<file path="src/rtl/core/lwpb_pkg.sv">
`timescale 1ns / 1ps

package lwpb_pkg;

   // Configuration register indexes.
   localparam int unsigned CSR_INDEX_W = 3;

   typedef enum logic [CSR_INDEX_W-1:0] {
      CSR_DISPLAY_CONTROL  = 3'd0,
      CSR_WIN0_RECT        = 3'd1,
      CSR_WIN1_RECT        = 3'd2,
      CSR_WINDOW_LAYERS    = 3'd3,
      CSR_BLEND_CONTROL    = 3'd4,
      CSR_BLEND_ALPHA      = 3'd5,
      CSR_BRIGHTNESS_LEVEL = 3'd6,
      CSR_BACKDROP_COLOR   = 3'd7
   } csr_index_type;

   // Color effect selected by the top two bits of the blend control.
   typedef enum logic [1:0] {
      EFFECT_NONE     = 2'd0,
      EFFECT_ALPHA    = 2'd1,
      EFFECT_BRIGHTEN = 2'd2,
      EFFECT_DARKEN   = 2'd3
   } effect_type;

   localparam logic [2:0]  LAYER_SPRITE   = 3'd4;
   localparam logic [2:0]  LAYER_BACKDROP = 3'd5;
   localparam logic [2:0]  RANK_BACKDROP  = 3'd4;
   localparam logic [5:0]  MASK_ALL       = 6'h3F;
   localparam int unsigned EFFECTS_BIT    = 5;
   localparam logic [14:0] COLOR_WHITE    = 15'h7FFF;
   localparam logic [4:0]  CH_MAX         = 5'd31;
   localparam logic [4:0]  BRIGHT_MAX     = 5'd16;

   // Window configuration seen by the mask logic.
   typedef struct packed {
      logic [2:0]  win_enable;     // window 0, window 1, sprite window
      logic [31:0] win0_rect;
      logic [31:0] win1_rect;
      logic [23:0] window_layers;
   } win_cfg_type;

   // Effect configuration seen by the blend logic.
   typedef struct packed {
      logic       force_blank;
      logic [7:0] blend_control;
      logic [9:0] blend_alpha;
      logic [4:0] brightness_level;
   } blend_cfg_type;

   // One candidate beat with its window mask resolved.
   typedef struct packed {
      logic [7:0]  x;
      logic [7:0]  y;
      logic [2:0]  layer_id;
      logic [1:0]  layer_prio;
      logic [14:0] color;
      logic        present;
      logic        semi;
      logic        last;
      logic [5:0]  mask;
   } cand_type;

   // Finished ranking of one pixel, handed to the blend stage.
   typedef struct packed {
      logic [14:0] best_color;
      logic [14:0] second_color;
      logic [2:0]  best_layer;
      logic        winner_semi;
      logic [5:0]  mask;
      logic [7:0]  x;
      logic [7:0]  y;
   } pixel_type;

endpackage

</file>
<file path="src/rtl/core/lwpb_window.sv">
`timescale 1ns / 1ps

module lwpb_window (
   input  logic                     clock,
   input  logic                     reset,
   input  lwpb_pkg::win_cfg_type    cfg,
   input  logic                     req_valid,
   output logic                     req_ready,
   input  logic [7:0]               req_pixel_x,
   input  logic [7:0]               req_pixel_y,
   input  logic                     req_obj_window_hit,
   input  logic [2:0]               req_layer_id,
   input  logic [1:0]               req_layer_priority,
   input  logic [14:0]              req_layer_color,
   input  logic                     req_candidate_present,
   input  logic                     req_semi_transparent,
   input  logic                     req_last_of_pixel,
   output logic                     out_valid,
   output lwpb_pkg::cand_type       out_item,
   input  logic                     out_ready
);
   import lwpb_pkg::*;

   logic     valid_ff;
   logic     valid_in;
   cand_type item_ff;
   cand_type item_in;
   logic     in_win0;
   logic     in_win1;
   logic [5:0] mask;

   // Span test with exclusive end; a start past the end wraps around.
   function automatic logic in_span(input logic [7:0] c, input logic [7:0] s,
                                    input logic [7:0] e);
      if (s <= e) begin
         return (c >= s) && (c < e);
      end else begin
         return (c >= s) || (c < e);
      end
   endfunction

   // Rectangle hits for both windows.
   assign in_win0 = in_span(req_pixel_x, cfg.win0_rect[7:0], cfg.win0_rect[15:8]) &&
                    in_span(req_pixel_y, cfg.win0_rect[23:16], cfg.win0_rect[31:24]);
   assign in_win1 = in_span(req_pixel_x, cfg.win1_rect[7:0], cfg.win1_rect[15:8]) &&
                    in_span(req_pixel_y, cfg.win1_rect[23:16], cfg.win1_rect[31:24]);

   // Window priority: window 0, window 1, sprite window, then outside.
   always_comb begin
      if (cfg.win_enable == 3'b000) begin
         mask = MASK_ALL;
      end else if (cfg.win_enable[0] && in_win0) begin
         mask = cfg.window_layers[5:0];
      end else if (cfg.win_enable[1] && in_win1) begin
         mask = cfg.window_layers[11:6];
      end else if (cfg.win_enable[2] && req_obj_window_hit) begin
         mask = cfg.window_layers[23:18];
      end else begin
         mask = cfg.window_layers[17:12];
      end
   end

   // Assemble the registered candidate.
   always_comb begin
      item_in.x          = req_pixel_x;
      item_in.y          = req_pixel_y;
      item_in.layer_id   = req_layer_id;
      item_in.layer_prio = req_layer_priority;
      item_in.color      = req_layer_color;
      item_in.present    = req_candidate_present;
      item_in.semi       = req_semi_transparent;
      item_in.last       = req_last_of_pixel;
      item_in.mask       = mask;
   end

   // Input stage: takes a new beat whenever the held one moves on.
   assign req_ready = !valid_ff || out_ready;
   assign valid_in  = req_ready ? req_valid : valid_ff;

   always_ff @(posedge clock) begin
      if (reset) begin
         valid_ff <= 1'b0;
      end else begin
         valid_ff <= valid_in;
      end
   end

   always_ff @(posedge clock) begin
      if (req_valid && req_ready) begin
         item_ff <= item_in;
      end
   end

   assign out_valid = valid_ff;
   assign out_item  = item_ff;

endmodule

</file>
<file path="src/rtl/core/lwpb_rank.sv">
`timescale 1ns / 1ps

module lwpb_rank (
   input  logic                  clock,
   input  logic                  reset,
   input  logic [14:0]           backdrop_color,
   input  logic                  in_valid,
   input  lwpb_pkg::cand_type    in_item,
   output logic                  in_ready,
   output logic                  out_valid,
   output lwpb_pkg::pixel_type   out_pixel,
   input  logic                  out_ready
);
   import lwpb_pkg::*;

   logic        pixel_start_ff, pixel_start_in;
   logic [14:0] best_color_ff, best_color_in;
   logic [2:0]  best_layer_ff, best_layer_in;
   logic [2:0]  best_rank_ff, best_rank_in;
   logic [14:0] second_color_ff, second_color_in;
   logic [2:0]  second_rank_ff, second_rank_in;
   logic        winner_semi_ff, winner_semi_in;
   logic        pix_valid_ff, pix_valid_in;
   pixel_type   pix_ff, pix_in;

   logic [14:0] cur_best_color;
   logic [2:0]  cur_best_layer;
   logic [2:0]  cur_best_rank;
   logic [14:0] cur_second_color;
   logic [2:0]  cur_second_rank;
   logic        cur_winner_semi;
   logic [2:0]  prio;
   logic        layer_ok;
   logic        take;
   logic        in_go;
   logic        slot_free;

   // The first beat of a pixel starts from the backdrop.
   always_comb begin
      if (pixel_start_ff) begin
         cur_best_color   = backdrop_color;
         cur_best_layer   = LAYER_BACKDROP;
         cur_best_rank    = RANK_BACKDROP;
         cur_second_color = backdrop_color;
         cur_second_rank  = RANK_BACKDROP;
         cur_winner_semi  = 1'b0;
      end else begin
         cur_best_color   = best_color_ff;
         cur_best_layer   = best_layer_ff;
         cur_best_rank    = best_rank_ff;
         cur_second_color = second_color_ff;
         cur_second_rank  = second_rank_ff;
         cur_winner_semi  = winner_semi_ff;
      end
   end

   // A candidate counts if present, a real layer, enabled by the window,
   // and not a sprite that falls behind the current best.
   assign prio     = {1'b0, in_item.layer_prio};
   assign layer_ok = (in_item.layer_id <= LAYER_SPRITE) &&
                     (((in_item.mask >> in_item.layer_id) & 6'd1) != 6'd0);
   assign take     = in_item.present && layer_ok &&
                     !((in_item.layer_id == LAYER_SPRITE) && (prio > cur_best_rank));

   // Handshake: only the last beat of a pixel needs room downstream.
   assign slot_free = !pix_valid_ff || out_ready;
   assign in_ready  = !in_item.last || slot_free;
   assign in_go     = in_valid && in_ready;

   // Best and second update; the later candidate wins ties.
   always_comb begin
      best_color_in   = cur_best_color;
      best_layer_in   = cur_best_layer;
      best_rank_in    = cur_best_rank;
      second_color_in = cur_second_color;
      second_rank_in  = cur_second_rank;
      winner_semi_in  = cur_winner_semi;
      if (take && (prio <= cur_best_rank)) begin
         second_color_in = cur_best_color;
         second_rank_in  = cur_best_rank;
         best_color_in   = in_item.color;
         best_layer_in   = in_item.layer_id;
         best_rank_in    = prio;
         winner_semi_in  = (in_item.layer_id == LAYER_SPRITE) && in_item.semi;
      end else if (take && (prio <= cur_second_rank)) begin
         second_color_in = in_item.color;
         second_rank_in  = prio;
      end
      pixel_start_in = in_item.last;
   end

   // Snapshot of the finished pixel.
   always_comb begin
      pix_in.best_color   = best_color_in;
      pix_in.second_color = second_color_in;
      pix_in.best_layer   = best_layer_in;
      pix_in.winner_semi  = winner_semi_in;
      pix_in.mask         = in_item.mask;
      pix_in.x            = in_item.x;
      pix_in.y            = in_item.y;
      pix_valid_in        = pix_valid_ff;
      if (slot_free) begin
         pix_valid_in = in_go && in_item.last;
      end
   end

   always_ff @(posedge clock) begin
      if (reset) begin
         pixel_start_ff <= 1'b1;
         pix_valid_ff   <= 1'b0;
      end else begin
         pix_valid_ff <= pix_valid_in;
         if (in_go) begin
            pixel_start_ff <= pixel_start_in;
         end
      end
   end

   always_ff @(posedge clock) begin
      if (in_go) begin
         best_color_ff   <= best_color_in;
         best_layer_ff   <= best_layer_in;
         best_rank_ff    <= best_rank_in;
         second_color_ff <= second_color_in;
         second_rank_ff  <= second_rank_in;
         winner_semi_ff  <= winner_semi_in;
      end
      if (in_go && in_item.last) begin
         pix_ff <= pix_in;
      end
   end

   assign out_valid = pix_valid_ff;
   assign out_pixel = pix_ff;

   // A beat that is not the last keeps the pixel open.
   a_pixel_open: assert property (@(posedge clock) disable iff (reset)
      in_go && !in_item.last |=> !pixel_start_ff)
      else $error("pixel closed on a beat that was not the last");

   // The last beat closes the pixel and hands a result downstream.
   a_pixel_close: assert property (@(posedge clock) disable iff (reset)
      in_go && in_item.last |=> pixel_start_ff && pix_valid_ff)
      else $error("last beat did not close the pixel");

   // The best candidate never ranks behind the second.
   a_rank_order: assert property (@(posedge clock) disable iff (reset)
      !pixel_start_ff |-> best_rank_ff <= second_rank_ff)
      else $error("best rank behind second rank");

endmodule

</file>
<file path="src/rtl/core/lwpb_blend.sv">
`timescale 1ns / 1ps

module lwpb_blend (
   input  logic                    clock,
   input  logic                    reset,
   input  lwpb_pkg::blend_cfg_type cfg,
   input  logic                    in_valid,
   input  lwpb_pkg::pixel_type     in_pixel,
   output logic                    in_ready,
   output logic                    rsp_valid,
   input  logic                    rsp_ready,
   output logic [14:0]             rsp_out_color,
   output logic                    rsp_was_blended,
   output logic                    rsp_fully_masked,
   output logic [7:0]              rsp_out_x,
   output logic [7:0]              rsp_out_y
);
   import lwpb_pkg::*;

   logic        rsp_valid_ff, rsp_valid_in;
   logic [14:0] color_ff, color_in;
   logic        blended_ff, blended_in;
   logic        masked_ff, masked_in;
   logic [7:0]  x_ff;
   logic [7:0]  y_ff;

   effect_type  eff;
   logic        first;
   logic        forced;
   logic [4:0]  amt;
   logic [4:0]  wa;
   logic [4:0]  wb;
   logic [14:0] mixed;
   logic [14:0] shaded;

   // Weighted sum of two channels in sixteenths, saturated.
   function automatic logic [4:0] mix_ch(input logic [4:0] t, input logic [4:0] b,
                                         input logic [4:0] w_top, input logic [4:0] w_bot);
      logic [9:0]  pa;
      logic [9:0]  pb;
      logic [10:0] sum;
      pa  = 10'(t) * 10'(w_top);
      pb  = 10'(b) * 10'(w_bot);
      sum = 11'(pa) + 11'(pb);
      return (sum[10:4] > 7'(CH_MAX)) ? CH_MAX : sum[8:4];
   endfunction

   // Move a channel toward white or black by amt sixteenths.
   function automatic logic [4:0] shade_ch(input logic [4:0] ch, input logic [4:0] amt_s,
                                           input logic up);
      logic [9:0] prod;
      if (up) begin
         prod = 10'(CH_MAX - ch) * 10'(amt_s);
         return ch + prod[8:4];
      end else begin
         prod = 10'(ch) * 10'(amt_s);
         return ch - prod[8:4];
      end
   endfunction

   assign eff    = effect_type'(cfg.blend_control[7:6]);
   assign first  = (in_pixel.best_layer <= LAYER_BACKDROP) &&
                   cfg.blend_control[in_pixel.best_layer];
   assign forced = (in_pixel.best_layer == LAYER_SPRITE) && in_pixel.winner_semi;
   assign amt    = (cfg.brightness_level > BRIGHT_MAX) ? BRIGHT_MAX : cfg.brightness_level;
   assign wa     = cfg.blend_alpha[4:0];
   assign wb     = cfg.blend_alpha[9:5];

   // Per-channel alpha mix and brightness shade.
   always_comb begin
      for (int i = 0; i < 3; i++) begin
         mixed[i*5 +: 5]  = mix_ch(in_pixel.best_color[i*5 +: 5],
                                   in_pixel.second_color[i*5 +: 5], wa, wb);
         shaded[i*5 +: 5] = shade_ch(in_pixel.best_color[i*5 +: 5], amt,
                                     eff == EFFECT_BRIGHTEN);
      end
   end

   // Effect selection; forced blank overrides everything.
   always_comb begin
      color_in   = in_pixel.best_color;
      blended_in = 1'b0;
      masked_in  = (in_pixel.mask == 6'd0);
      if (cfg.force_blank) begin
         color_in  = COLOR_WHITE;
         masked_in = 1'b0;
      end else if (in_pixel.mask[EFFECTS_BIT]) begin
         if (forced || ((eff == EFFECT_ALPHA) && first)) begin
            color_in   = mixed;
            blended_in = 1'b1;
         end else if (((eff == EFFECT_BRIGHTEN) || (eff == EFFECT_DARKEN)) && first &&
                      (amt != 5'd0)) begin
            color_in   = shaded;
            blended_in = 1'b1;
         end
      end
   end

   // Output register: refills in the same cycle the held beat leaves.
   assign in_ready     = !rsp_valid_ff || rsp_ready;
   assign rsp_valid_in = in_ready ? in_valid : rsp_valid_ff;

   always_ff @(posedge clock) begin
      if (reset) begin
         rsp_valid_ff <= 1'b0;
      end else begin
         rsp_valid_ff <= rsp_valid_in;
      end
   end

   always_ff @(posedge clock) begin
      if (in_valid && in_ready) begin
         color_ff   <= color_in;
         blended_ff <= blended_in;
         masked_ff  <= masked_in;
         x_ff       <= in_pixel.x;
         y_ff       <= in_pixel.y;
      end
   end

   assign rsp_valid        = rsp_valid_ff;
   assign rsp_out_color    = color_ff;
   assign rsp_was_blended  = blended_ff;
   assign rsp_fully_masked = masked_ff;
   assign rsp_out_x        = x_ff;
   assign rsp_out_y        = y_ff;

   // A blended pixel had effects enabled, so its mask was not empty.
   a_blend_mask: assert property (@(posedge clock) disable iff (reset)
      rsp_valid && rsp_was_blended |-> !rsp_fully_masked)
      else $error("blended pixel reported as fully masked");

   // A pixel taken in shows up at the output on the next cycle.
   a_blend_load: assert property (@(posedge clock) disable iff (reset)
      in_valid && in_ready |=> rsp_valid)
      else $error("accepted pixel missing at the output");

endmodule

</file>
<file path="src/rtl/core/layer_window_priority_blend.sv">
`timescale 1ns / 1ps

// Channel   | Direction | Handshake              | Payload
// ----------+-----------+------------------------+--------------------------------------
// req_      | in        | req_valid / req_ready  | one layer candidate per beat
// rsp_      | out       | rsp_valid / rsp_ready  | one blended pixel per last candidate
// csr_      | in        | csr_valid / csr_ready  | register index and write data
//
// One candidate beat is taken per cycle unless an output stall holds it back. A pixel's
// result moves from the input register that accepts its last candidate to the ranking
// snapshot and then to the blend output register.
// Reset is synchronous and active high; it clears the configuration registers and the
// pipeline valids and arms the ranking to start from the backdrop.
// An output stall backs up only through beats that close a pixel.

module layer_window_priority_blend (
   input  logic                               clock,
   input  logic                               reset,
   input  logic                               req_valid,
   output logic                               req_ready,
   input  logic [7:0]                         req_pixel_x,
   input  logic [7:0]                         req_pixel_y,
   input  logic                               req_obj_window_hit,
   input  logic [2:0]                         req_layer_id,
   input  logic [1:0]                         req_layer_priority,
   input  logic [14:0]                        req_layer_color,
   input  logic                               req_candidate_present,
   input  logic                               req_semi_transparent,
   input  logic                               req_last_of_pixel,
   output logic                               rsp_valid,
   input  logic                               rsp_ready,
   output logic [14:0]                        rsp_out_color,
   output logic                               rsp_was_blended,
   output logic                               rsp_fully_masked,
   output logic [7:0]                         rsp_out_x,
   output logic [7:0]                         rsp_out_y,
   input  logic                               csr_valid,
   output logic                               csr_ready,
   input  logic [lwpb_pkg::CSR_INDEX_W-1:0]   csr_index,
   input  logic [31:0]                        csr_wdata
);
   import lwpb_pkg::*;

   logic [3:0]  display_control_ff;
   logic [31:0] win0_rect_ff;
   logic [31:0] win1_rect_ff;
   logic [23:0] window_layers_ff;
   logic [7:0]  blend_control_ff;
   logic [9:0]  blend_alpha_ff;
   logic [4:0]  brightness_level_ff;
   logic [14:0] backdrop_color_ff;

   win_cfg_type   win_cfg;
   blend_cfg_type blend_cfg;
   cand_type      cand;
   logic          cand_valid;
   logic          cand_ready;
   pixel_type     pixel;
   logic          pixel_valid;
   logic          pixel_ready;

   // Register file; writes are always taken.
   assign csr_ready = 1'b1;

   always_ff @(posedge clock) begin
      if (reset) begin
         display_control_ff  <= 4'd0;
         win0_rect_ff        <= 32'd0;
         win1_rect_ff        <= 32'd0;
         window_layers_ff    <= 24'd0;
         blend_control_ff    <= 8'd0;
         blend_alpha_ff      <= 10'd0;
         brightness_level_ff <= 5'd0;
         backdrop_color_ff   <= 15'd0;
      end else if (csr_valid && csr_ready) begin
         case (csr_index_type'(csr_index))
            CSR_DISPLAY_CONTROL:  display_control_ff  <= csr_wdata[3:0];
            CSR_WIN0_RECT:        win0_rect_ff        <= csr_wdata;
            CSR_WIN1_RECT:        win1_rect_ff        <= csr_wdata;
            CSR_WINDOW_LAYERS:    window_layers_ff    <= csr_wdata[23:0];
            CSR_BLEND_CONTROL:    blend_control_ff    <= csr_wdata[7:0];
            CSR_BLEND_ALPHA:      blend_alpha_ff      <= csr_wdata[9:0];
            CSR_BRIGHTNESS_LEVEL: brightness_level_ff <= csr_wdata[4:0];
            CSR_BACKDROP_COLOR:   backdrop_color_ff   <= csr_wdata[14:0];
            default: begin
            end
         endcase
      end
   end

   // Configuration views for the two stages that use it.
   always_comb begin
      win_cfg.win_enable          = display_control_ff[3:1];
      win_cfg.win0_rect           = win0_rect_ff;
      win_cfg.win1_rect           = win1_rect_ff;
      win_cfg.window_layers       = window_layers_ff;
      blend_cfg.force_blank       = display_control_ff[0];
      blend_cfg.blend_control     = blend_control_ff;
      blend_cfg.blend_alpha       = blend_alpha_ff;
      blend_cfg.brightness_level  = brightness_level_ff;
   end

   lwpb_window u_window (
      .clock                 (clock),
      .reset                 (reset),
      .cfg                   (win_cfg),
      .req_valid             (req_valid),
      .req_ready             (req_ready),
      .req_pixel_x           (req_pixel_x),
      .req_pixel_y           (req_pixel_y),
      .req_obj_window_hit    (req_obj_window_hit),
      .req_layer_id          (req_layer_id),
      .req_layer_priority    (req_layer_priority),
      .req_layer_color       (req_layer_color),
      .req_candidate_present (req_candidate_present),
      .req_semi_transparent  (req_semi_transparent),
      .req_last_of_pixel     (req_last_of_pixel),
      .out_valid             (cand_valid),
      .out_item              (cand),
      .out_ready             (cand_ready)
   );

   lwpb_rank u_rank (
      .clock          (clock),
      .reset          (reset),
      .backdrop_color (backdrop_color_ff),
      .in_valid       (cand_valid),
      .in_item        (cand),
      .in_ready       (cand_ready),
      .out_valid      (pixel_valid),
      .out_pixel      (pixel),
      .out_ready      (pixel_ready)
   );

   lwpb_blend u_blend (
      .clock            (clock),
      .reset            (reset),
      .cfg              (blend_cfg),
      .in_valid         (pixel_valid),
      .in_pixel         (pixel),
      .in_ready         (pixel_ready),
      .rsp_valid        (rsp_valid),
      .rsp_ready        (rsp_ready),
      .rsp_out_color    (rsp_out_color),
      .rsp_was_blended  (rsp_was_blended),
      .rsp_fully_masked (rsp_fully_masked),
      .rsp_out_x        (rsp_out_x),
      .rsp_out_y        (rsp_out_y)
   );

endmodule

</file>
<file path="config.mk">
export PLATFORM = sky130hd
export DESIGN_NAME = layer_window_priority_blend
export DESIGN_NICKNAME = d
export VERILOG_FILES = /design/src/rtl/core/lwpb_pkg.sv /design/src/rtl/core/lwpb_window.sv /design/src/rtl/core/lwpb_rank.sv /design/src/rtl/core/lwpb_blend.sv /design/src/rtl/core/layer_window_priority_blend.sv
export SDC_FILE = /design/constraint.sdc
export NUM_CORES = 1
export LEC_CHECK = 0
export ABC_CLOCK_PERIOD_IN_PS = 11200
export BUFFER_PORTS_ARGS = -buffer_cell sky130_fd_sc_hd__buf_4
export CAP_MARGIN = 15
export CORE_ASPECT_RATIO = 0.75
export CORE_UTILIZATION = 60
export DETAILED_ROUTE_END_ITERATION = 10
export PLACE_DENSITY = 0.78
export SYNTH_ARGS = -nofsm -noshare
export SYNTH_HDL_FRONTEND = slang
export SYNTH_SLANG_ARGS = --single-unit
export TNS_END_PERCENT = 5
</file>
<file path="constraint.sdc">
create_clock -name clock -period 11.2 [get_ports clock]
set_input_delay 2.24 -clock clock [delete_from_list [all_inputs] [get_ports clock]]
set_output_delay 2.24 -clock clock [all_outputs]
set_load 0.005 [all_outputs]
</file>
* Word-level counts from Yosys, hierarchy flattened *
Cells that the tools add are included.

cells by class
  add/subtract/negate cells = 12
  multipliers = 12
  magnitude comparators = 22
  eq/ne operators = 12
  shifts and indexed selects = 1
  mux-type cells = 35
  bitwise logic cells = 1
  reduce and logical (&&, ||, !) cells = 53

operators by type and width
  cell                   count
  $mux W15               8
  $mul A5 B5 Y10         6
  $mux W5                7
  $add A10 B10 Y11       3
  $ge A8 B8 Y1           4
  $le A8 B8 Y1           4
  $lt A8 B8 Y1           4
  $mul A10 B5 Y9         3
  $mul A5 B5 Y9          3
  $logic_and A1 B1 Y1    25
  $gt A7 B5 Y1 const B   3
  $eq A3 B3 Y1 const B   6
  $mux W3                6
  $mux W6                3
  $sub A5 B5 Y6 const A  3
  $reduce_and A2 Y1      8
  $add A5 B5 Y5          3
  $sub A5 B5 Y5          3
  $logic_or A1 B1 Y1     10
  $mux W1                9
  $eq A3 B2 Y1 const B   2
  $le A2 B3 Y1           2
  $le A3 B3 Y1 const B   2
  $logic_not A3 Y1       2
  14 further kinds       19

storage, ports and cells
  flip-flop bits (word level) = 308
  word-level logic and storage cells = 188

* Logic depth before layout (Yosys ltp) *
Gate-level depths: netlist (run 1).

  depth after elaboration = 8
  depth in mapped cells = 26
  depth with buffers taken out = 23

* Cells and area by module *
From an unflattened synthesis (run 1), not the netlist that was laid out.

unflattened totals
  cell total of the unflattened synthesis = 2459
  area total of the unflattened synthesis = 24711.2 um^2

modules (own cells, without submodules)
  module                       instances  cells each  area each (um^2)  sequential area each (um^2)
  lwpb_blend                   1          1310        11292.1           1011.0
  layer_window_priority_blend  1          475         5250.0            2602.5
  lwpb_rank                    1          285         4252.8            2922.8
  lwpb_window                  1          389         3916.3            1371.3

* Worst setup path after synthesis (run 1) *
No wires, ideal clock.

  kind = register to register
  start = reg brightness_level_ff[4]
  end = reg u_blend.color_ff[4], in the netlist u_blend.rsp_out_color[4], data pin
  setup time = 266 ps
  arrival time = 5411 ps
  required time = 10934 ps
  path slack = 5523 ps
  cell stages (with the launch flop) = 22
  path through = dfxtp_1 clkbuf_1 clkbuf_1 clkbuf_1 nand2_1 fa_1 fa_1 fa_1 inv_1 ha_1 a21oi_1 xnor2_1 or2_2 or4b_1 nand3_1 xnor2_1 a22o_1 ha_1 a21oi_1 xor2_1 a221oi_1 a211oi_1

between the ends
  word-level cells in the longest chain between the ends = 8
  elaborated cells between the ends (all ways) = 12
  those cells by class = add/sub: 2; mul: 2; order compare: 1; mux: 5; reduce/logical: 2

ends and longest elaborated chain
  element                                          RTL line                            source
  from (decl)                                      layer_window_priority_blend.sv:50   logic [4:0] brightness_level_ff;
  from (signal assigned)                           layer_window_priority_blend.sv:83   CSR_BRIGHTNESS_LEVEL: brightness_level_ff <= csr_wdata[4:0];
  $gt A5 B5 Y1                                     lwpb_blend.sv:65                    assign amt = (cfg.brightness_level > BRIGHT_MAX) ? BRIGHT_MAX : cfg.brightness_level;
  $mux W5 (*)                                      lwpb_blend.sv:65
  $mul A10 B5 Y9 or $mul A5 B5 Y9 (tied branches)  lwpb_blend.sv:53, lwpb_blend.sv:56
  $add A5 B5 Y5 or $sub A5 B5 Y5 (tied branches)   lwpb_blend.sv:54, lwpb_blend.sv:57
  $mux W5                                          lwpb_blend.sv:52                    if (up) begin
  $mux W15 (*)                                     lwpb_blend.sv:91                    end else if (((eff == EFFECT_BRIGHTEN) || (eff == EFFECT_DARKEN)) && first &&
  $mux W15 (*)                                     lwpb_blend.sv:88                    if (forced || ((eff == EFFECT_ALPHA) && first)) begin
  $mux W15 (*)                                     lwpb_blend.sv:87                    end else if (in_pixel.mask[EFFECTS_BIT]) begin
  to (signal assigned)                             lwpb_blend.sv:113                   color_ff <= color_in;
  to (decl)                                        lwpb_blend.sv:21                    logic [14:0] color_ff, color_in;

Every way passes the cells marked *; elsewhere a longest branch is shown, timed or not.
A chain may end at the register's enable or synchronous reset.

* Worst setup path in the final report (run 1) *
  start = reg brightness_level_ff[4]
  end = reg u_blend.color_ff[14], in the netlist u_blend.rsp_out_color[14], data pin

The elaborated chain is that of the path after synthesis.

==> results.yml, run 1 <==
status:
  status: "finished, final reports clean"
logic_synthesis:
  netlist_area_um2: 23300
  ys_async_sr_fraction_pct: 0
  synth-edff-count: 174
  synth-seq-cells: 308
  avgSynthCellArea_um2: 9.39
  synth_cells: 2481
  synth_nets: 2987
  synth-main-ff-cell: "edfxtp_1"
  yosysSeqAreaShare_pct: 33.9
  synth_cell_types: 64
  yosys_warnings: 0
worst_setup_path:
  cp_max_fo: 29
  arrival_ns: 6.44
  start_kind: "register"
  worstSetupEndpointType: "register"
  crit_required_ns: 11.54
  reg2reg_slack_ns: 5.10
  path_class: "reg -> reg"
floorplan:
  die_y_um: 173
  start_util_pct: 60.9
  die_width_um: 230
  die_area_um2: 39600
  io-pin-count: 116
  rows: 62
  core_area_um2: 38200
clock_network:
  htreeDepth: 2
  tritoncts: "yes"
  cts_setup_buffers: 0
  cts_buffer_depth: 3
  cts.sinks: 308
  worstSkewPairLatency_ns: 0.54
  hold_buffers: 0
  clk_pin_slew_worst_paths_ns: 0.06
  cts-buffers-inserted: 34
  cts_resized: 0
  cts_root_buf: "clkbuf_16"
pwr:
  p_leak_uw: 0.0117
  powerDensity_nw_per_um2: 106
  power_uw: 2710
  peakVddDrop_mv: 0.125
placed_design:
  dp_hpwl_um: 42100
  place_ws_ns: 5.18
  numPortBuffers: 114
  gp_congestion: 0.890
final_layout:
  n_fill_cell: 2956
  final_layout_size_suffix_gt1_share_pct: 8.05
  seq_area_um2: 7910
  layout.nets: 3052
  final_util_pct: 67.1
  antennaDiodeCount: 0
  area_growth_pct: 10.2
  multi_input_area_um2: 14100
global_routing:
  antenna_found_initial: 1
  grt_pass1_wl_um: 93200
  grt_max_degree: 78
  gr-total-overflow: 0
  grt_usage_pct: 29.2
  grt_pass1_vias: 18300
sta:
  clock.fmax_mhz: 164
  worstMarginPinSlew_ns: 1.22
  finalMaxSlewViolations: 0
  period_needed_ns: 6.10
  relSlewSlack_pct: 18.4
  setup_tns_ns: 0
  setup_viol: 0
  period_share_pct: 54.5
  hold_violations: 0
  postLayoutSetupSlackWorst_ns: 5.10
  worst_clock_skew_ns: 0.0183
  rsz0062_at_grt: "no"
detailed_routing:
  drcViolationCount: 0
  first_iter_violations: 1660
  drt-pass1-iter-count: 6
  dr_total_vias: 17900
  wl_um: 56700
  wl_per_cell_um: 18.4
  ant_nets: 0
  post_drt_via_cell_ratio: 5.81
worst_hold_path:
  holdCritPathClass: "reg -> reg"
run:
  max_cap_violations: 0
## per-layer routing
| metal | track usage [%] | vias up | share of wire (%) | routed length, µm |
|---|---|---|---|---|
| met3 | 5.51 | 95 | 7.1 | 4040 |
| met5 | 0 | - | 0 | 0 |
| met1 | 39.1 | 8755 | 43 | 24400 |
| met4 | 8.47 | 0 | 2.4 | 1390 |
| met2 | 48.5 | 559 | 47 | 26900 |
| li1 | - | 8513 | - | - |
## cells by family (layout without fill, tap and decap cells)
group	Yosys count	after routing	synth area share, %
compound gates	427	427	10.9
xor+xnor	65	65	2.44
fa+ha+maj	429	429	27.3
buf+inv	350	440	5.65
flops	308	308	33.9
mux	59	59	2.64
other cells	1	1	0.0161
simple gates	842	842	17.1
## layout make-up
type | instances | area share (%)
well taps | 512 | 2.50
clock inverters | 16 | 0.482
inverters | 243 | 3.55
multi-input cells | 1823 | 54.9
clock buffers | 45 | 3.71
repair buffers | 136 | 4.05
flip-flops and latches | 308 | 30.8
## cell usage after synthesis (all sizes together) (43+ instances only)
master	instances	area, µm²
nand2	393	1480
ha	291	3640
inv	243	912
a21oi	203	1020
edfxtp	174	5230
and2	143	895
fa	135	2700
dfxtp	134	2680
nor2	113	424
clkbuf	105	394
o21ai	85	425
mux2i	57	571
nand2b	55	344
xnor2	43	377
## worst max-delay path, stage by stage (launching register included)
cell	delay, ns
dfxtp_1	0.56
buf_4	0.36
nand2b_1	0.45
nor2_1	0.08
ha_1	0.31
ha_1	0.28
inv_1	0.05
fa_1	0.52
inv_1	0.04
ha_1	0.27
and4_1	0.20
a21oi_1	0.29
o21ai_0	0.26
xnor2_1	0.19
ha_1	0.28
xnor2_1	0.16
xnor2_1	0.15
nand2_1	0.07
o21ai_0	0.11
ha_1	0.37
a21o_1	0.19
a21oi_1	0.17
xnor2_1	0.16
a21oi_1	0.10
a311oi_1	0.27
## path summary, 6_finish.rpt
path / cells past startpoint / to / startpoint
worst max-delay path: 24 / u_blend.rsp_out_color[14] / brightness_level_ff[4]
worst min-delay path: 0 / u_rank.out_pixel[13] / u_window.out_item[42]
worst max register to register: 24 / u_blend.rsp_out_color[14] / brightness_level_ff[4]
worst min register to register: 0 / u_rank.out_pixel[13] / u_window.out_item[42]
## power by group
group,switching (µW),internal [µW],total (µW)
Combinational,202,141,343
Clock,471,607,1080
Sequential,41.6,1250,1290
## through the flow
step | area (µm²) | hold WS (ns) | instances
floorplan | 23300 | 0.400 | 2481
global placement | 24600 | 0.401 | 3020
detailed placement | 24600 | 0.405 | 3020
CTS | 25600 | 0.415 | 3081
global route | 25700 | 0.418 | 3083
finish | 25700 | 0.416 | 3083
## registers in the layout, summed over array words and instances (netlist names), 3 cells and up
signal / flops
blend_control_ff: 8
u_blend.rsp_out_y: 8
blend_alpha_ff: 10
u_rank.second_rank_ff: 3
display_control_ff: 4
brightness_level_ff: 5
u_rank.best_rank_ff: 3
backdrop_color_ff: 15
u_blend.rsp_out_color: 15
u_window.out_item: 45
u_rank.out_pixel: 56
u_rank.best_layer_ff: 3
window_layers_ff: 24
win1_rect_ff: 32
u_rank.second_color_ff: 15
u_rank.best_color_ff: 15
win0_rect_ff: 32
u_blend.rsp_out_x: 8
## placed cells by master, fill, tap and decap left out, drive strengths merged, types with 9 or more instances in the layout
cell / netlist / layout
nor2: 113 / 113
buf: 2 / 136
a211oi: 11 / 11
edfxtp: 174 / 174
ha: 291 / 291
o22ai: 9 / 9
a31oi: 11 / 11
nor3: 17 / 17
nand4: 13 / 13
o21a: 10 / 10
xnor2: 43 / 43
and2: 143 / 143
xor2: 22 / 22
nand3: 25 / 25
clkbuf: 105 / 45
a21o: 25 / 25
a21oi: 203 / 203
nor2b: 39 / 39
clkinv: 0 / 11
dfxtp: 134 / 134
inv: 243 / 245
fa: 135 / 135
mux2i: 57 / 57
nand2b: 55 / 55
o211ai: 19 / 19
nand2: 393 / 393
and3: 9 / 9
o21ai: 85 / 85
Power figures use the tool's default switching activity.
==> run 2: changes to the inputs <==
Settings changed: ABC_CLOCK_PERIOD_IN_PS 11200 to 6250.
Clock period 11.2 ns to 6.25 ns, I/O delays scaled along.
==> results.yml, run 2 (synthesis results as in run 1) <==
detailed_routing:
  post_drt_via_cell_ratio: 5.80
  wl_per_cell_um: 18.6
  dr_total_vias: 18000
  first_iter_violations: 1350
  drcViolationCount: 0
  drt-pass1-iter-count: 5
  ant_nets: 0
  wl_um: 57700
worst_setup_path:
  regToRegStartpoint: "blend_alpha_ff[3]"
  crit_required_ns: 6.69
  cp_slowest_cell: "fa_1"
  worstSetupEndpointType: "register"
  cp_common_cell: "fa_1"
  crit_start: "blend_alpha_ff[3]"
  cp_max_fo: 16
  rr_worst_depth: 18
  max_stage_delay_ns: 0.55
  path_class: "reg -> reg"
  path_cells: "nand2_1, fa_1, inv_1, fa_1, inv_1, fa_1, fa_1, inv_1, fa_1, ha_1, o21a_1, o31a_1, or4_1, a31o_2, a21oi_1, mux2i_1, o32ai_1, a31oi_1"
  path_delay_family: "adder cells"
  start_kind: "register"
  arrival_ns: 6.23
  path_buf_inv: 3
  worst-path-stages: 18
pwr:
  powerDensity_nw_per_um2: 188
  switching_share_pct: 26.0
  clkPwrFrac_pct: 39.5
  p_int_uw: 3600
  peakVddDrop_mv: 0.198
  power.switching_uw: 1260
  seq_power_share_pct: 47.1
  p_leak_uw: 0.0118
  pwr-share-comb_pct: 13.4
sta:
  period_share_pct: 92.5
  relSlewSlack_pct: 27.0
  worst_clock_skew_ns: 0.0184
  hold_violations: 0
  period_needed_ns: 5.78
  rsz0062_at_grt: "no"
  clock.fmax_mhz: 173
  finalMaxSlewViolations: 0
  setup_tns_ns: 0
  postLayoutSetupSlackWorst_ns: 0.468
  worstMarginPinSlew_ns: 1.09
  setup_viol: 0
final_layout:
  layout.nets: 3073
  final_common_cell: "nand2_1"
  largest_register_ffs: 56
  antennaDiodeCount: 0
  final_util_pct: 67.6
  final_layout_size_suffix_gt1_share_pct: 8.68
  final_cell_mix: "nand2_1 (392), ha_1 (291), inv_1 (243), a21oi_1 (203), edfxtp_1 (174)"
  design_area_um2: 25900
  area_growth_pct: 10.9
global_routing:
  grt_max_degree: 77
  grt_pass1_vias: 18400
  grt_usage_pct: 29.4
  antenna_found_initial: 1
  gr-total-overflow: 0
  grt_pass1_wl_um: 93600
floorplan:
  rows: 62
  start_util_pct: 60.9
  die_y_um: 173
  die_area_um2: 39600
  die_width_um: 230
  core_area_um2: 38200
  io-pin-count: 116
run:
  max_cap_violations: 0
placed_design:
  dp_hpwl_um: 43300
  place_area_um2: 24800
  numPortBuffers: 114
  place_ws_ns: 0.314
  gp_congestion: 0.939
worst_hold_path:
  holdCritPathClass: "reg -> reg"
  hold-path-cell-count: 0
  min-delay-start: "u_rank.out_pixel[0]"
clock_network:
  htreeDepth: 1
  clk_pin_slew_worst_paths_ns: 0.07
  hold_buffers: 0
  tritoncts: "yes"
  worstSkewPairLatency_ns: 0.60
  cts_buffer_depth: 3
  cts.sinks: 308
  cts-buffers-inserted: 31
  cts_root_buf: "clkbuf_16"
status:
  status: "finished, final reports clean"
==> run 2: path summary, 6_finish.rpt <==
check,endpoint,slack (ns)
max,u_blend.rsp_out_color[9],0.47
min,u_blend.rsp_out_y[0],0.42
max reg2reg,u_blend.rsp_out_color[9],0.47
min reg2reg,u_blend.rsp_out_y[0],0.42
==> run 2: repair_timing <==
item | CTS | global route
setup endpoints to repair | 0 | 3
gates resized for setup | 0 | 1
buffers inserted | 0 | 0
==> run 2: per-layer routing <==
layer	share of wire, %	routed length [µm]	vias up	track usage (%)
met4	2.7	1550	2	8.33
met2	47	26900	573	48.8
li1	-	-	8540	-
met1	44	25400	8780	40.1
met5	0.023	13	-	0
met3	6.8	3930	122	4.30
==> run 2: metrics by stage <==
stage / hold WS, ns / std cells / total power [µW]
floorplan: 0.400 / 2481 / 2740
global placement: 0.400 / 3043 / 2940
detailed placement: 0.405 / 3043 / 2970
CTS: 0.417 / 3101 / 4880
global route: 0.420 / 3104 / 5040
finish: 0.419 / 3104 / 4870
==> run 2: area by class of cell <==
type / count / area, µm²
multi-input cells: 1823 / 14100
fillers: 3024 / 12400
flip-flops and latches: 308 / 7910
repair buffers: 160 / 1250
inverters: 243 / 912
clock buffers: 42 / 868
well taps: 512 / 641
clock inverters: 16 / 180
==> run 2: power groups by stage <==
stage	clock (µW)	sequential (µW)	combinational (µW)
finish	1920	2290	652
global route	2020	2300	724
CTS	1950	2290	644
detailed placement	0	2330	640
global placement	0	2330	613
floorplan	0	2310	426
==> run 3: changes to the inputs <==
Settings changed: ABC_AREA set to 1, SLEW_MARGIN set to 0.
==> results.yml, run 3 <==
status:
  status: "finished, final reports clean"
sta:
  setup_tns_ns: 0
  relSlewSlack_pct: 26.0
  period_needed_ns: 5.72
  worst_clock_skew_ns: 0.0100
  setup_viol: 0
  rsz0062_at_grt: "no"
  period_share_pct: 91.6
  clock.fmax_mhz: 175
  worstMarginPinSlew_ns: 1.11
  hold_violations: 0
  finalMaxSlewViolations: 0
  whs_ns: 0.418
detailed_routing:
  wl_um: 62900
  first_iter_violations: 1937
  wl_per_cell_um: 18.2
  drt-pass1-iter-count: 6
  drcViolationCount: 0
  ant_nets: 0
  post_drt_via_cell_ratio: 5.71
  dr_total_vias: 19700
clock_network:
  cts-buffers-inserted: 30
  clk_pin_slew_worst_paths_ns: 0.06
  cts_setup_buffers: 0
  htreeDepth: 1
  worstSkewPairLatency_ns: 0.58
  tritoncts: "yes"
  hold_buffers: 0
  cts_root_buf: "clkbuf_16"
  cts_buffer_depth: 3
  cts.sinks: 308
  cts_resized: 0
logic_synthesis:
  synth_cells: 2836
  synth_cell_types: 55
  synth_compound_area_share_pct: 12.5
  synth-edff-count: 174
  avgSynthCellArea_um2: 8.33
  yosysSeqAreaShare_pct: 33.5
  netlist_area_um2: 23600
  synth-seq-cells: 308
  synthMuxAreaShare_pct: 0
  synth_nets: 3342
  post-synth-top-count-cell: "nand2_1"
  synth_xor_area_share_pct: 1.67
  synthTopCellsByCount: "nand2_1 (518), inv_1 (508), ha_1 (291)"
  yosys.area_share.simple_pct: 15.5
  ys_async_sr_fraction_pct: 0
  synth_top_family_by_area: "adder cells"
  yosys_warnings: 0
  synth-main-ff-cell: "edfxtp_1"
  synth_fa_ha_area_share_pct: 26.8
  yosysTopAreaCell: "edfxtp_1"
  synth_top_area_share_pct: 22.1
  yosys-top-cells-area: "edfxtp_1 (22%), ha_1 (15%), fa_1 (11%), dfxtp_1 (11%), nand2_1 (8.2%)"
final_layout:
  largest_register_ffs: 56
  antennaDiodeCount: 0
  layout.nets: 3419
  design_area_um2: 26000
  final_common_cell: "nand2_1"
  final_cell_mix: "nand2_1 (518), inv_1 (506), ha_1 (291), nor2_1 (264), o21ai_0 (225)"
  area_growth_pct: 9.94
  final_layout_size_suffix_gt1_share_pct: 7.69
  final_util_pct: 67.4
worst_setup_path:
  worstSetupEndpointType: "register"
  cp_max_fo: 13
  start_kind: "register"
  path_class: "reg -> reg"
  crit_required_ns: 6.55
  arrival_ns: 6.03
floorplan:
  die_y_um: 174
  die_width_um: 231
  rows: 62
  start_util_pct: 61.3
  die_area_um2: 40200
  io-pin-count: 116
  core_area_um2: 38600
pwr:
  p_leak_uw: 0.0133
  peakVddDrop_mv: 0.244
  powerDensity_nw_per_um2: 192
global_routing:
  grtUsageMet3_pct: 5.56
  gr-total-overflow: 0
  use_met1_pct: 46.3
  grt_usage_pct: 32.1
  grt_util_met2_pct: 49.7
  top_usage_layer: "met2"
  antenna_found_initial: 1
  grt_pass1_wl_um: 102000
  grt_max_degree: 63
  grt_pass1_vias: 19600
placed_design:
  numPortBuffers: 114
  place_area_um2: 25000
  dp_hpwl_um: 48300
  gp_congestion: 1.00
worst_hold_path:
  holdCritPathClass: "reg -> reg"
run:
  max_cap_violations: 0
## run 3: area by class of cell
cell class	instances	area (µm²)
clock buffer	36	773
clock inverter	20	231
fill	3059	12600
inverter	518	1950
multi-input combinational	1909	13400
sequential	308	7910
tap	512	641
timing repair buffer	146	1100
## run 3: report_power, final
group,internal (µW),switching [µW]
clock,1060,814
combinational,300,525
sequential,2230,60.7
## run 3: metal layers
metal  vias up  share of wire [%]
li1       9341                  -
met1      9405                 44
met2       837                 43
met3       123                9.6
met4         2                2.6
met5         -              0.021
## run 3: cell families (layout without fill, tap and decap cells)
group,after synthesis,count (layout)
xor gates and xnor gates,45,45
DFF,308,308
and+or+nand+nor,903,903
adders and majority gates,426,426
AOI/OAI and AO/OA,534,534
buffers and inverters,619,720
other,1,1
## run 3: per-stage QoR
stage | std cells | total power, µW | setup WS, ns
2_1_floorplan | 2836 | 2850 | 0.948
6_report | 3449 | 4990 | 0.528
4_1_cts | 3449 | 4990 | 0.513
3_5_place_dp | 3393 | 3140 | 0.528
5_1_grt | 3449 | 5190 | 0.0749
3_3_place_gp | 3393 | 3100 | 0.745
## run 3: path summary, 6_finish.rpt
path / startpoint / endpoint / slack (ns) / depth (start not counted)
min: u_rank.out_pixel[5] / u_blend.rsp_out_y[5] / 0.42 / 0
max reg2reg: u_rank.out_pixel[47] / u_blend.rsp_out_color[8] / 0.53 / 20
max: u_rank.out_pixel[47] / u_blend.rsp_out_color[8] / 0.53 / 20
min reg2reg: u_rank.out_pixel[5] / u_blend.rsp_out_y[5] / 0.42 / 0
## run 3: worst max-delay path, stage by stage, from the launching register on
cell and delay [ns]:
edfxtp_1 0.75, nand2_1 0.16, fa_1 0.56, inv_1 0.05, fa_1 0.52, fa_1 0.44, fa_1 0.55, inv_1 0.06
fa_1 0.53, inv_1 0.04, ha_1 0.31, nand2_1 0.10, nor3_1 0.14, inv_1 0.08, o221ai_2 0.25, nand2_1 0.10
o21ai_0 0.23, or2_2 0.16, nand3_1 0.12, o21ai_0 0.21, a31oi_1 0.10
